$ cat src/dpsp_pkg.sv
`default_nettype none
package dpsp_pkg;
    localparam int SAMPLE_BITS = 12;
    localparam int TIME_BITS = 32;
    localparam int POS_BITS = 10;
    localparam int SUM_BITS = 11;
    localparam int DIV_BITS = 22;
    localparam int CNT_BITS = 5;

    localparam logic [2:0] REG_REST_A = 3'd0;
    localparam logic [2:0] REG_FULL_A = 3'd1;
    localparam logic [2:0] REG_REST_B = 3'd2;
    localparam logic [2:0] REG_FULL_B = 3'd3;
    localparam logic [2:0] REG_DEADBAND = 3'd4;
    localparam logic [2:0] REG_GRACE = 3'd5;

    typedef enum logic [2:0] {
        ST_IDLE,
        ST_DIV_A,
        ST_DIV_B,
        ST_DECIDE,
        ST_DIV_T,
        ST_PCT,
        ST_OUT
    } state_t;

    typedef struct packed {
        logic start;
        logic [DIV_BITS-1:0] num;
        logic [DIV_BITS-1:0] den;
    } div_req_t;

    function automatic logic [SAMPLE_BITS-1:0] med3(
        input logic [SAMPLE_BITS-1:0] a,
        input logic [SAMPLE_BITS-1:0] b,
        input logic [SAMPLE_BITS-1:0] c
    );
        logic [SAMPLE_BITS-1:0] lo;
        logic [SAMPLE_BITS-1:0] hi;
        lo = (a < b) ? a : b;
        hi = (a < b) ? b : a;
        if (c <= lo) begin
            return lo;
        end else if (c >= hi) begin
            return hi;
        end
        return c;
    endfunction
endpackage
`default_nettype wire

$ cat src/dual_pedal_sensor_plausibility_core.sv
// Each word runs the bit-serial divider for the channel maps and the throttle
// rescale only where one is needed, and always for the two percent scalings.
// The divider is shared by both channel maps, the throttle rescale and the
// percent scaling. A new word is taken only once the result has been taken
// and the core is back in idle, so one word is handled at a time.
// Reset (synchronous, active low) restores calibration defaults and clears
// the filter history, the fault timer and all handshake state.
`default_nettype none
module dual_pedal_sensor_plausibility_core (
    input  wire logic aclk,
    input  wire logic aresetn,
    input  wire logic s_valid,
    output logic s_ready,
    input  wire logic [11:0] s_sample_a,
    input  wire logic [11:0] s_sample_b,
    input  wire logic [31:0] s_now_ms,
    output logic m_valid,
    input  wire logic m_ready,
    output logic [9:0] m_throttle,
    output logic [6:0] m_pedal_a_pct,
    output logic [6:0] m_pedal_b_pct,
    output logic m_implausible,
    output logic m_signal_cut,
    input  wire logic cfg_valid,
    output logic cfg_ready,
    input  wire logic [2:0] cfg_index,
    input  wire logic [15:0] cfg_data
);
    import dpsp_pkg::*;

    localparam int SB = SAMPLE_BITS;

    state_t st_reg, st_next;
    logic [SB-1:0] rest_a_reg, full_a_reg, rest_b_reg, full_b_reg;
    logic [6:0] db_reg;
    logic [15:0] grace_reg;
    logic [SB-1:0] ha_reg [3];
    logic [SB-1:0] hb_reg [3];
    logic [1:0] slot_reg;
    logic fact_reg;
    logic [TIME_BITS-1:0] fstart_reg;
    logic [TIME_BITS-1:0] now_reg;
    logic [SB-1:0] mb_reg;
    logic fa_reg, fb_reg;
    logic [POS_BITS-1:0] pa_reg, pb_reg;
    logic [SUM_BITS-1:0] s_reg;
    logic [1:0] pct_reg;
    logic imp_reg, cut_reg;
    logic [9:0] thr_reg;
    logic [6:0] pcta_reg, pctb_reg;
    logic mv_reg;

    div_req_t dreq;
    logic dbusy;
    logic [DIV_BITS-1:0] dq;

    dpsp_div u_div (
        .aclk(aclk), .aresetn(aresetn), .req(dreq), .busy(dbusy), .quot(dq)
    );

    // Window bounds compared in hundredths, so only constant multiplications remain.
    function automatic logic fault_of(
        input logic [SB-1:0] x, input logic [SB-1:0] r, input logic [SB-1:0] f
    );
        logic [SB-1:0] lo;
        logic [SB-1:0] hi;
        logic [SB+7:0] lo85;
        logic [SB+7:0] hi115;
        logic [SB+7:0] x100;
        logic [SB+7:0] xp100;
        lo = (r < f) ? r : f;
        hi = (r < f) ? f : r;
        lo85 = (SB + 8)'(lo) * (SB + 8)'(85);
        hi115 = (SB + 8)'(hi) * (SB + 8)'(115);
        x100 = (SB + 8)'(x) * (SB + 8)'(100);
        xp100 = x100 + (SB + 8)'(100);
        return (xp100 <= lo85) || (x100 > hi115);
    endfunction

    function automatic logic [POS_BITS-1:0] clamp_q(input logic [DIV_BITS-1:0] q);
        return (q > 1000) ? POS_BITS'(1000) : q[POS_BITS-1:0];
    endfunction

    logic [9:0] dval;
    logic [SUM_BITS:0] twod;
    logic [SB-1:0] med_a, med_b;
    logic [TIME_BITS-1:0] elapsed;
    logic in_grace;
    logic [POS_BITS-1:0] diff, pmin;
    logic plaus_ok;
    logic [SUM_BITS-1:0] s_norm;
    logic [SUM_BITS-1:0] s_fin;
    logic cut_w;

    always_comb begin
        dval = 10'((db_reg > 7'd95 ? 7'd95 : db_reg) * 10);
        twod = {1'b0, dval, 1'b0};
        med_a = med3(ha_reg[0], ha_reg[1], ha_reg[2]);
        med_b = med3(hb_reg[0], hb_reg[1], hb_reg[2]);
        diff = (pa_reg > pb_reg) ? pa_reg - pb_reg : pb_reg - pa_reg;
        pmin = (pa_reg < pb_reg) ? pa_reg : pb_reg;
        plaus_ok = !fa_reg && !fb_reg && (diff < 10'd100);
        elapsed = now_reg - (fact_reg ? fstart_reg : now_reg);
        in_grace = elapsed < TIME_BITS'(grace_reg);
        s_norm = SUM_BITS'(pa_reg) + SUM_BITS'(pb_reg);
        if (s_norm <= 11'd20) s_norm = '0;
        if (s_norm > 11'd1980) s_norm = 11'd2000;
        cut_w = 1'b0;
        if (plaus_ok) begin
            s_fin = s_norm;
        end else if (!in_grace) begin
            s_fin = '0;
            cut_w = 1'b1;
        end else if (fa_reg && !fb_reg) begin
            s_fin = {pb_reg, 1'b0};
        end else if (fb_reg && !fa_reg) begin
            s_fin = {pa_reg, 1'b0};
        end else begin
            s_fin = {pmin, 1'b0};
        end
    end

    logic start_w;
    logic dfirst_reg;

    always_comb begin
        st_next = st_reg;
        dreq = '0;
        start_w = 1'b0;
        case (st_reg)
            ST_IDLE: begin
                if (s_valid) st_next = ST_DIV_A;
            end
            ST_DIV_A: begin
                if (dfirst_reg) begin
                    dreq.start = ((med_a > rest_a_reg) && (full_a_reg > rest_a_reg))
                        || ((med_a < rest_a_reg) && (full_a_reg < rest_a_reg));
                    dreq.num = DIV_BITS'(((med_a > rest_a_reg) ? med_a - rest_a_reg
                        : rest_a_reg - med_a) * 1000);
                    dreq.den = DIV_BITS'((full_a_reg > rest_a_reg) ? full_a_reg - rest_a_reg
                        : rest_a_reg - full_a_reg);
                    if (!dreq.start) start_w = 1'b1;
                end else if (!dbusy) begin
                    start_w = 1'b1;
                end
                if (start_w) st_next = ST_DIV_B;
            end
            ST_DIV_B: begin
                if (dfirst_reg) begin
                    dreq.start = ((mb_reg > rest_b_reg) && (full_b_reg > rest_b_reg))
                        || ((mb_reg < rest_b_reg) && (full_b_reg < rest_b_reg));
                    dreq.num = DIV_BITS'(((mb_reg > rest_b_reg) ? mb_reg - rest_b_reg
                        : rest_b_reg - mb_reg) * 1000);
                    dreq.den = DIV_BITS'((full_b_reg > rest_b_reg) ? full_b_reg - rest_b_reg
                        : rest_b_reg - full_b_reg);
                    if (!dreq.start) start_w = 1'b1;
                end else if (!dbusy) begin
                    start_w = 1'b1;
                end
                if (start_w) st_next = ST_DECIDE;
            end
            ST_DECIDE: st_next = ST_DIV_T;
            ST_DIV_T: begin
                if (dfirst_reg) begin
                    dreq.start = ({1'b0, s_fin} > twod);
                    dreq.num = DIV_BITS'(({1'b0, s_fin} - twod) * 1000);
                    dreq.den = DIV_BITS'({(10'd1000 - dval), 1'b0});
                    if (!dreq.start) start_w = 1'b1;
                end else if (!dbusy) begin
                    start_w = 1'b1;
                end
                if (start_w) st_next = ST_PCT;
            end
            ST_PCT: begin
                if (dfirst_reg) begin
                    dreq.start = 1'b1;
                    dreq.num = DIV_BITS'(pct_reg[0] ? pb_reg : pa_reg);
                    dreq.den = DIV_BITS'(10);
                end else if (!dbusy) begin
                    start_w = 1'b1;
                end
                if (start_w && pct_reg[0]) st_next = ST_OUT;
            end
            ST_OUT: begin
                if (!mv_reg) st_next = ST_IDLE;
            end
            default: st_next = ST_IDLE;
        endcase
    end

    assign s_ready = (st_reg == ST_IDLE);
    assign cfg_ready = 1'b1;

    always_ff @(posedge aclk) begin
        if (!aresetn) begin
            st_reg <= ST_IDLE;
        end else begin
            st_reg <= st_next;
        end
    end

    always_ff @(posedge aclk) begin
        if (!aresetn) begin
            rest_a_reg <= '0;
            full_a_reg <= '1;
            rest_b_reg <= '0;
            full_b_reg <= '1;
            db_reg <= '0;
            grace_reg <= 16'd100;
            for (int i = 0; i < 3; i++) begin
                ha_reg[i] <= '0;
                hb_reg[i] <= '0;
            end
            slot_reg <= '0;
            fact_reg <= 1'b0;
            fstart_reg <= '0;
            mv_reg <= 1'b0;
            dfirst_reg <= 1'b0;
            pct_reg <= '0;
        end else begin
            if (cfg_valid) begin
                case (cfg_index)
                    REG_REST_A: rest_a_reg <= cfg_data[SB-1:0];
                    REG_FULL_A: full_a_reg <= cfg_data[SB-1:0];
                    REG_REST_B: rest_b_reg <= cfg_data[SB-1:0];
                    REG_FULL_B: full_b_reg <= cfg_data[SB-1:0];
                    REG_DEADBAND: db_reg <= cfg_data[6:0];
                    REG_GRACE: grace_reg <= cfg_data;
                    default: ;
                endcase
            end
            if (mv_reg && m_ready) mv_reg <= 1'b0;
            dfirst_reg <= 1'b0;
            case (st_reg)
                ST_IDLE: begin
                    if (s_valid) begin
                        ha_reg[slot_reg] <= s_sample_a;
                        hb_reg[slot_reg] <= s_sample_b;
                        slot_reg <= (slot_reg == 2'd2) ? 2'd0 : slot_reg + 2'd1;
                        now_reg <= s_now_ms;
                        dfirst_reg <= 1'b1;
                    end
                end
                ST_DIV_A: begin
                    if (dfirst_reg) begin
                        mb_reg <= med_b;
                        fa_reg <= fault_of(med_a, rest_a_reg, full_a_reg);
                        fb_reg <= fault_of(med_b, rest_b_reg, full_b_reg);
                    end
                    if (start_w) begin
                        pa_reg <= dfirst_reg ? '0 : clamp_q(dq);
                        dfirst_reg <= 1'b1;
                    end
                end
                ST_DIV_B: begin
                    if (start_w) begin
                        pb_reg <= dfirst_reg ? '0 : clamp_q(dq);
                    end
                end
                ST_DECIDE: begin
                    if (pa_reg == '0 || pb_reg == '0) begin
                        pa_reg <= '0;
                        pb_reg <= '0;
                    end
                    dfirst_reg <= 1'b1;
                end
                ST_DIV_T: begin
                    if (dfirst_reg) begin
                        s_reg <= s_fin;
                        imp_reg <= !plaus_ok;
                        cut_reg <= cut_w;
                        if (plaus_ok) begin
                            fact_reg <= 1'b0;
                        end else if (!fact_reg) begin
                            fact_reg <= 1'b1;
                            fstart_reg <= now_reg;
                        end
                    end
                    if (start_w) begin
                        thr_reg <= dfirst_reg ? '0 : clamp_q(dq);
                        pct_reg <= '0;
                        dfirst_reg <= 1'b1;
                    end
                end
                ST_PCT: begin
                    if (start_w) begin
                        if (pct_reg[0]) begin
                            pctb_reg <= dq[6:0];
                            mv_reg <= 1'b1;
                        end else begin
                            pcta_reg <= dq[6:0];
                            pct_reg <= 2'd1;
                            dfirst_reg <= 1'b1;
                        end
                    end
                end
                default: ;
            endcase
        end
    end

    // The divider start in the first DIV_T cycle comes before s_reg is
    // loaded, so the throttle numerator is taken from s_fin there instead.
    assign m_valid = mv_reg;
    assign m_throttle = thr_reg;
    assign m_pedal_a_pct = pcta_reg;
    assign m_pedal_b_pct = pctb_reg;
    assign m_implausible = imp_reg;
    assign m_signal_cut = cut_reg;

`ifndef SYNTHESIS
    a_out_range: assert property (@(posedge aclk) disable iff (!aresetn)
        m_valid |-> (m_throttle <= 10'd1000))
        else $error("throttle out of range");
    a_cut_zero: assert property (@(posedge aclk) disable iff (!aresetn)
        (m_valid && m_signal_cut) |-> (m_throttle == '0 && m_implausible))
        else $error("cut without zero throttle");
    a_no_accept_busy: assert property (@(posedge aclk) disable iff (!aresetn)
        m_valid |-> !s_ready)
        else $error("input taken while result pending");
`endif
endmodule
`default_nettype wire

$ cat src/dpsp_div.sv
`default_nettype none
module dpsp_div (
    input  wire logic aclk,
    input  wire logic aresetn,
    input  wire dpsp_pkg::div_req_t req,
    output logic busy,
    output logic [dpsp_pkg::DIV_BITS-1:0] quot
);
    import dpsp_pkg::*;

    // Restoring division, one quotient bit per cycle.
    logic [DIV_BITS-1:0] q_reg, q_next;
    logic [DIV_BITS-1:0] r_reg, r_next;
    logic [DIV_BITS-1:0] d_reg, d_next;
    logic [CNT_BITS-1:0] n_reg, n_next;
    logic [DIV_BITS:0] trial;

    always_comb begin
        q_next = q_reg;
        r_next = r_reg;
        d_next = d_reg;
        n_next = n_reg;
        trial = {r_reg, q_reg[DIV_BITS-1]} - {1'b0, d_reg};
        if (req.start) begin
            q_next = req.num;
            r_next = '0;
            d_next = req.den;
            n_next = CNT_BITS'(DIV_BITS);
        end else if (n_reg != '0) begin
            n_next = n_reg - 1'b1;
            if (!trial[DIV_BITS]) begin
                r_next = trial[DIV_BITS-1:0];
                q_next = {q_reg[DIV_BITS-2:0], 1'b1};
            end else begin
                r_next = {r_reg[DIV_BITS-2:0], q_reg[DIV_BITS-1]};
                q_next = {q_reg[DIV_BITS-2:0], 1'b0};
            end
        end
    end

    always_ff @(posedge aclk) begin
        if (!aresetn) begin
            n_reg <= '0;
        end else begin
            n_reg <= n_next;
        end
        q_reg <= q_next;
        r_reg <= r_next;
        d_reg <= d_next;
    end

    assign busy = (n_reg != '0);
    assign quot = q_reg;
endmodule
`default_nettype wire

$ cat config.mk
export PLATFORM = sky130hd
export DESIGN_NAME = dual_pedal_sensor_plausibility_core
export DESIGN_NICKNAME = d
export VERILOG_FILES = /design/src/dpsp_pkg.sv /design/src/dual_pedal_sensor_plausibility_core.sv /design/src/dpsp_div.sv
export SDC_FILE = /design/constraint.sdc
export NUM_CORES = 2
export LEC_CHECK = 0
export ABC_AREA = 0
export ABC_CLOCK_PERIOD_IN_PS = 10900
export BUFFER_PORTS_ARGS = -buffer_cell sky130_fd_sc_hd__clkbuf_2
export CELL_PAD_IN_SITES_DETAIL_PLACEMENT = 0
export CELL_PAD_IN_SITES_GLOBAL_PLACEMENT = 1
export CORE_MARGIN = 2
export CORE_UTILIZATION = 45
export CTS_BUF_LIST = sky130_fd_sc_hd__clkbuf_2
export DETAILED_ROUTE_END_ITERATION = 7
export HOLD_SLACK_MARGIN = 0.03
export PLACE_DENSITY_LB_ADDON = 0.12
export SLEW_MARGIN = 30
export SYNTH_ARGS = -nofsm -noshare
export SYNTH_HDL_FRONTEND = slang
export SYNTH_SLANG_ARGS = --single-unit
$ cat constraint.sdc
create_clock -name aclk -period 10.9 [get_ports aclk]
set_input_delay 1.635 -clock aclk [delete_from_list [all_inputs] [get_ports aclk]]
set_output_delay 1.635 -clock aclk [all_outputs]
set_load 0.02 [all_outputs]
==> metrics.yaml <==
synth-edff-count: 199
fin_util: 0.492
ctsRootBufferMaster: "clkbuf_2"
synth_seq_cells: 338
cp.arrival_ns: 11.39
antenna_found_initial: 3
regArea_mm2: 0.00876
ant_nets: 0
cp-start-kind: "flop"
dr_total_vias: 35700
hold_buffers: 0
layout.nets: 6240
rsz0062_at_grt: "true"
synth_area_leaders: "ha_1 (21%), edfxtp_1 (14%), fa_1 (11%), inv_1 (6.5%), dfxtp_1 (6.4%)"
cp_max_fo: 17
synth.most_common_cell: "inv_1"
ys_warn_count: 0
die_x_um: 315
hp-class: "flop to flop"
setup_tns_ns: 0
maxCapViolations: 0
fin_crit_sh: 0.960
maxSlewHeadroom: 0.347
seq_area_frac_synth: 0.201
die_area_mm2: 0.0994
worst_path_max_delay_cell: "fa_1"
track_usage: 0.248
die_h_um: 315
clock_path_buffers: 3
drive_above_1_share: 0.100
yosysUniqueCellTypes: 102
portBuffers: 107
period_minus_slack_ns: 10.47
skew_ns: 0.175
worstMarginPinSlew_ns: 0.973
numCtsBuffers: 96
cpLargestDelayFamily: "adder cells"
overflow: 0
worstPathBufferInverterCount: 6
cpMostUsedCell: "fa_1"
synth_ff_type: "edfxtp_1"
setup_viol: 0
dpl.hpwl_um: 102000
fmax_mhz: 95.5
criticalPathCategory: "flop to flop"
hold_violations: 0
drt-pass1-iter-count: 6
clk_pin_slew_worst_paths_ns: 0.10
grt_max_degree: 64
postLayoutSetupSlackWorst_ns: 0.433
avgSynthCellArea_um2: 8.69
initial_core_util: 0.452
cts_sinks: 338
required_ns: 11.82
drv_slew: 0
cpPeakStageDelay_ns: 0.54
dp.cells: 6352
syn_nets: 6072
cts_tree: "done"
fin_cells: 6544
yosys.area.top_type: "ha_1"
totalWireLength_um: 124000
end_kind: "flop"
ios: 109
wire_per_inst_um: 19.0
multi_input_area_mm2: 0.0319
grt_pass1_wl_um: 195000
status: "finished, final reports clean"
synth_cells: 5020
core_area_mm2: 0.0964
insertion_delay_ns: 1.25
synthArstFlopShare: 0
rows: 114
grt_pass1_vias: 35000
synthToLayoutAreaGrowth_pct: 8.69
gp_congestion: 0.924
synth_top_area_frac: 0.210
num-fill-cells: 9649
drtIter0Drc: 2228
place_ws_ns: -0.0748
routed_via_density: 5.46
drc_errors: 0
synthesis.area_mm2: 0.0436
ys_top_cells_by_count: "inv_1 (751), ha_1 (733), nand2_1 (362)"
htreeDepth: 3
layout make-up:
class,count,area share
antenna,5,0.000264
clock buffer,133,0.0140
clock inverter,40,0.00404
inverter,758,0.0602
multi-input combinational,3774,0.673
sequential,338,0.185
tap,1276,0.0337
timing repair buffer,220,0.0301
layout by cell type, fill, tap and decap left out, types with 20 or more instances in the layout:
cell type  count
xor2_1        99
ha_1         723
buf_4        105
a21oi_1      296
nor2_1       298
a211oi_1      70
nor3_1        66
nand4_1       53
a31oi_1       31
nand2_1      361
o21ai_1       20
mux2i_1      142
edfxtp_1     199
nor2b_1       58
dfxtp_1      138
inv_1        749
nand2b_1      60
nor4_1        21
o31ai_1       25
o21bai_1      24
fa_1         238
or3_1         24
clkinv_1      25
xnor2_1      158
o21a_1        44
nand3_1       68
o211ai_1      52
and2_1        99
clkbuf_2     240
mux2_2        27
a21o_1       108
o21ai_0      231
and3_1        32
a21boi_0      24
routing by layer:
layer,part of all wire,up-vias,track usage
met5,0.00010,-,0
li1,-,17800,-
met1,0.47,17000,0.341
met2,0.47,728,0.413
met3,0.035,180,0.0269
met4,0.029,2,0.0686
worst register-to-register path, delay by kind of cell, from the launching register on:
family | cells | cell delay, ns
and+or+nand+nor | 7 | 1.53
AOI/OAI and AO/OA | 17 | 2.92
DFF | 1 | 0.42
adders and majority gates | 8 | 3.23
muxes | 4 | 1.18
buffers and inverters | 6 | 0.70
xor gates and xnor gates | 2 | 0.21
worst paths after layout:
kind                                    start        endpoint  slack [ns]  cells past startpoint
worst min-delay path            grace_reg[13]   grace_reg[13]        0.46                      2
worst max register to register   ha_reg[0][9]  u_div.quot[21]        0.43                     44
worst max-delay path             ha_reg[0][9]  u_div.quot[21]        0.43                     44
worst min register to register  grace_reg[13]   grace_reg[13]        0.46                      2
per-stage QoR:
stage	hold slack [ns]	area, um2
2_1_floorplan	0.434	43600
3_3_place_gp	0.444	46000
3_5_place_dp	0.449	46000
4_1_cts	0.459	46900
5_1_grt	0.480	47400
6_report	0.462	47400
kinds of logic (layout without fill, tap and decap cells):
family,after synthesis,count (layout),share of synthesized area
muxes,177,177,0.0415
buffers and inverters,908,1151,0.0796
AOI/OAI and AO/OA,1139,1139,0.169
xor gates and xnor gates,263,263,0.0528
adders and majority gates,973,973,0.320
other,1,6,0.0000860
and+or+nand+nor,1221,1221,0.136
DFF,338,338,0.201
repair_timing:
action	in CTS	in global routing
gates resized for setup	10	84
pin swaps	0	18
cloned	0	1
setup endpoints to repair	4	9
buffers inserted	0	13
Power is not shown: default switching activity piles up to over one toggle a cycle in this logic, so the estimate is an artifact.
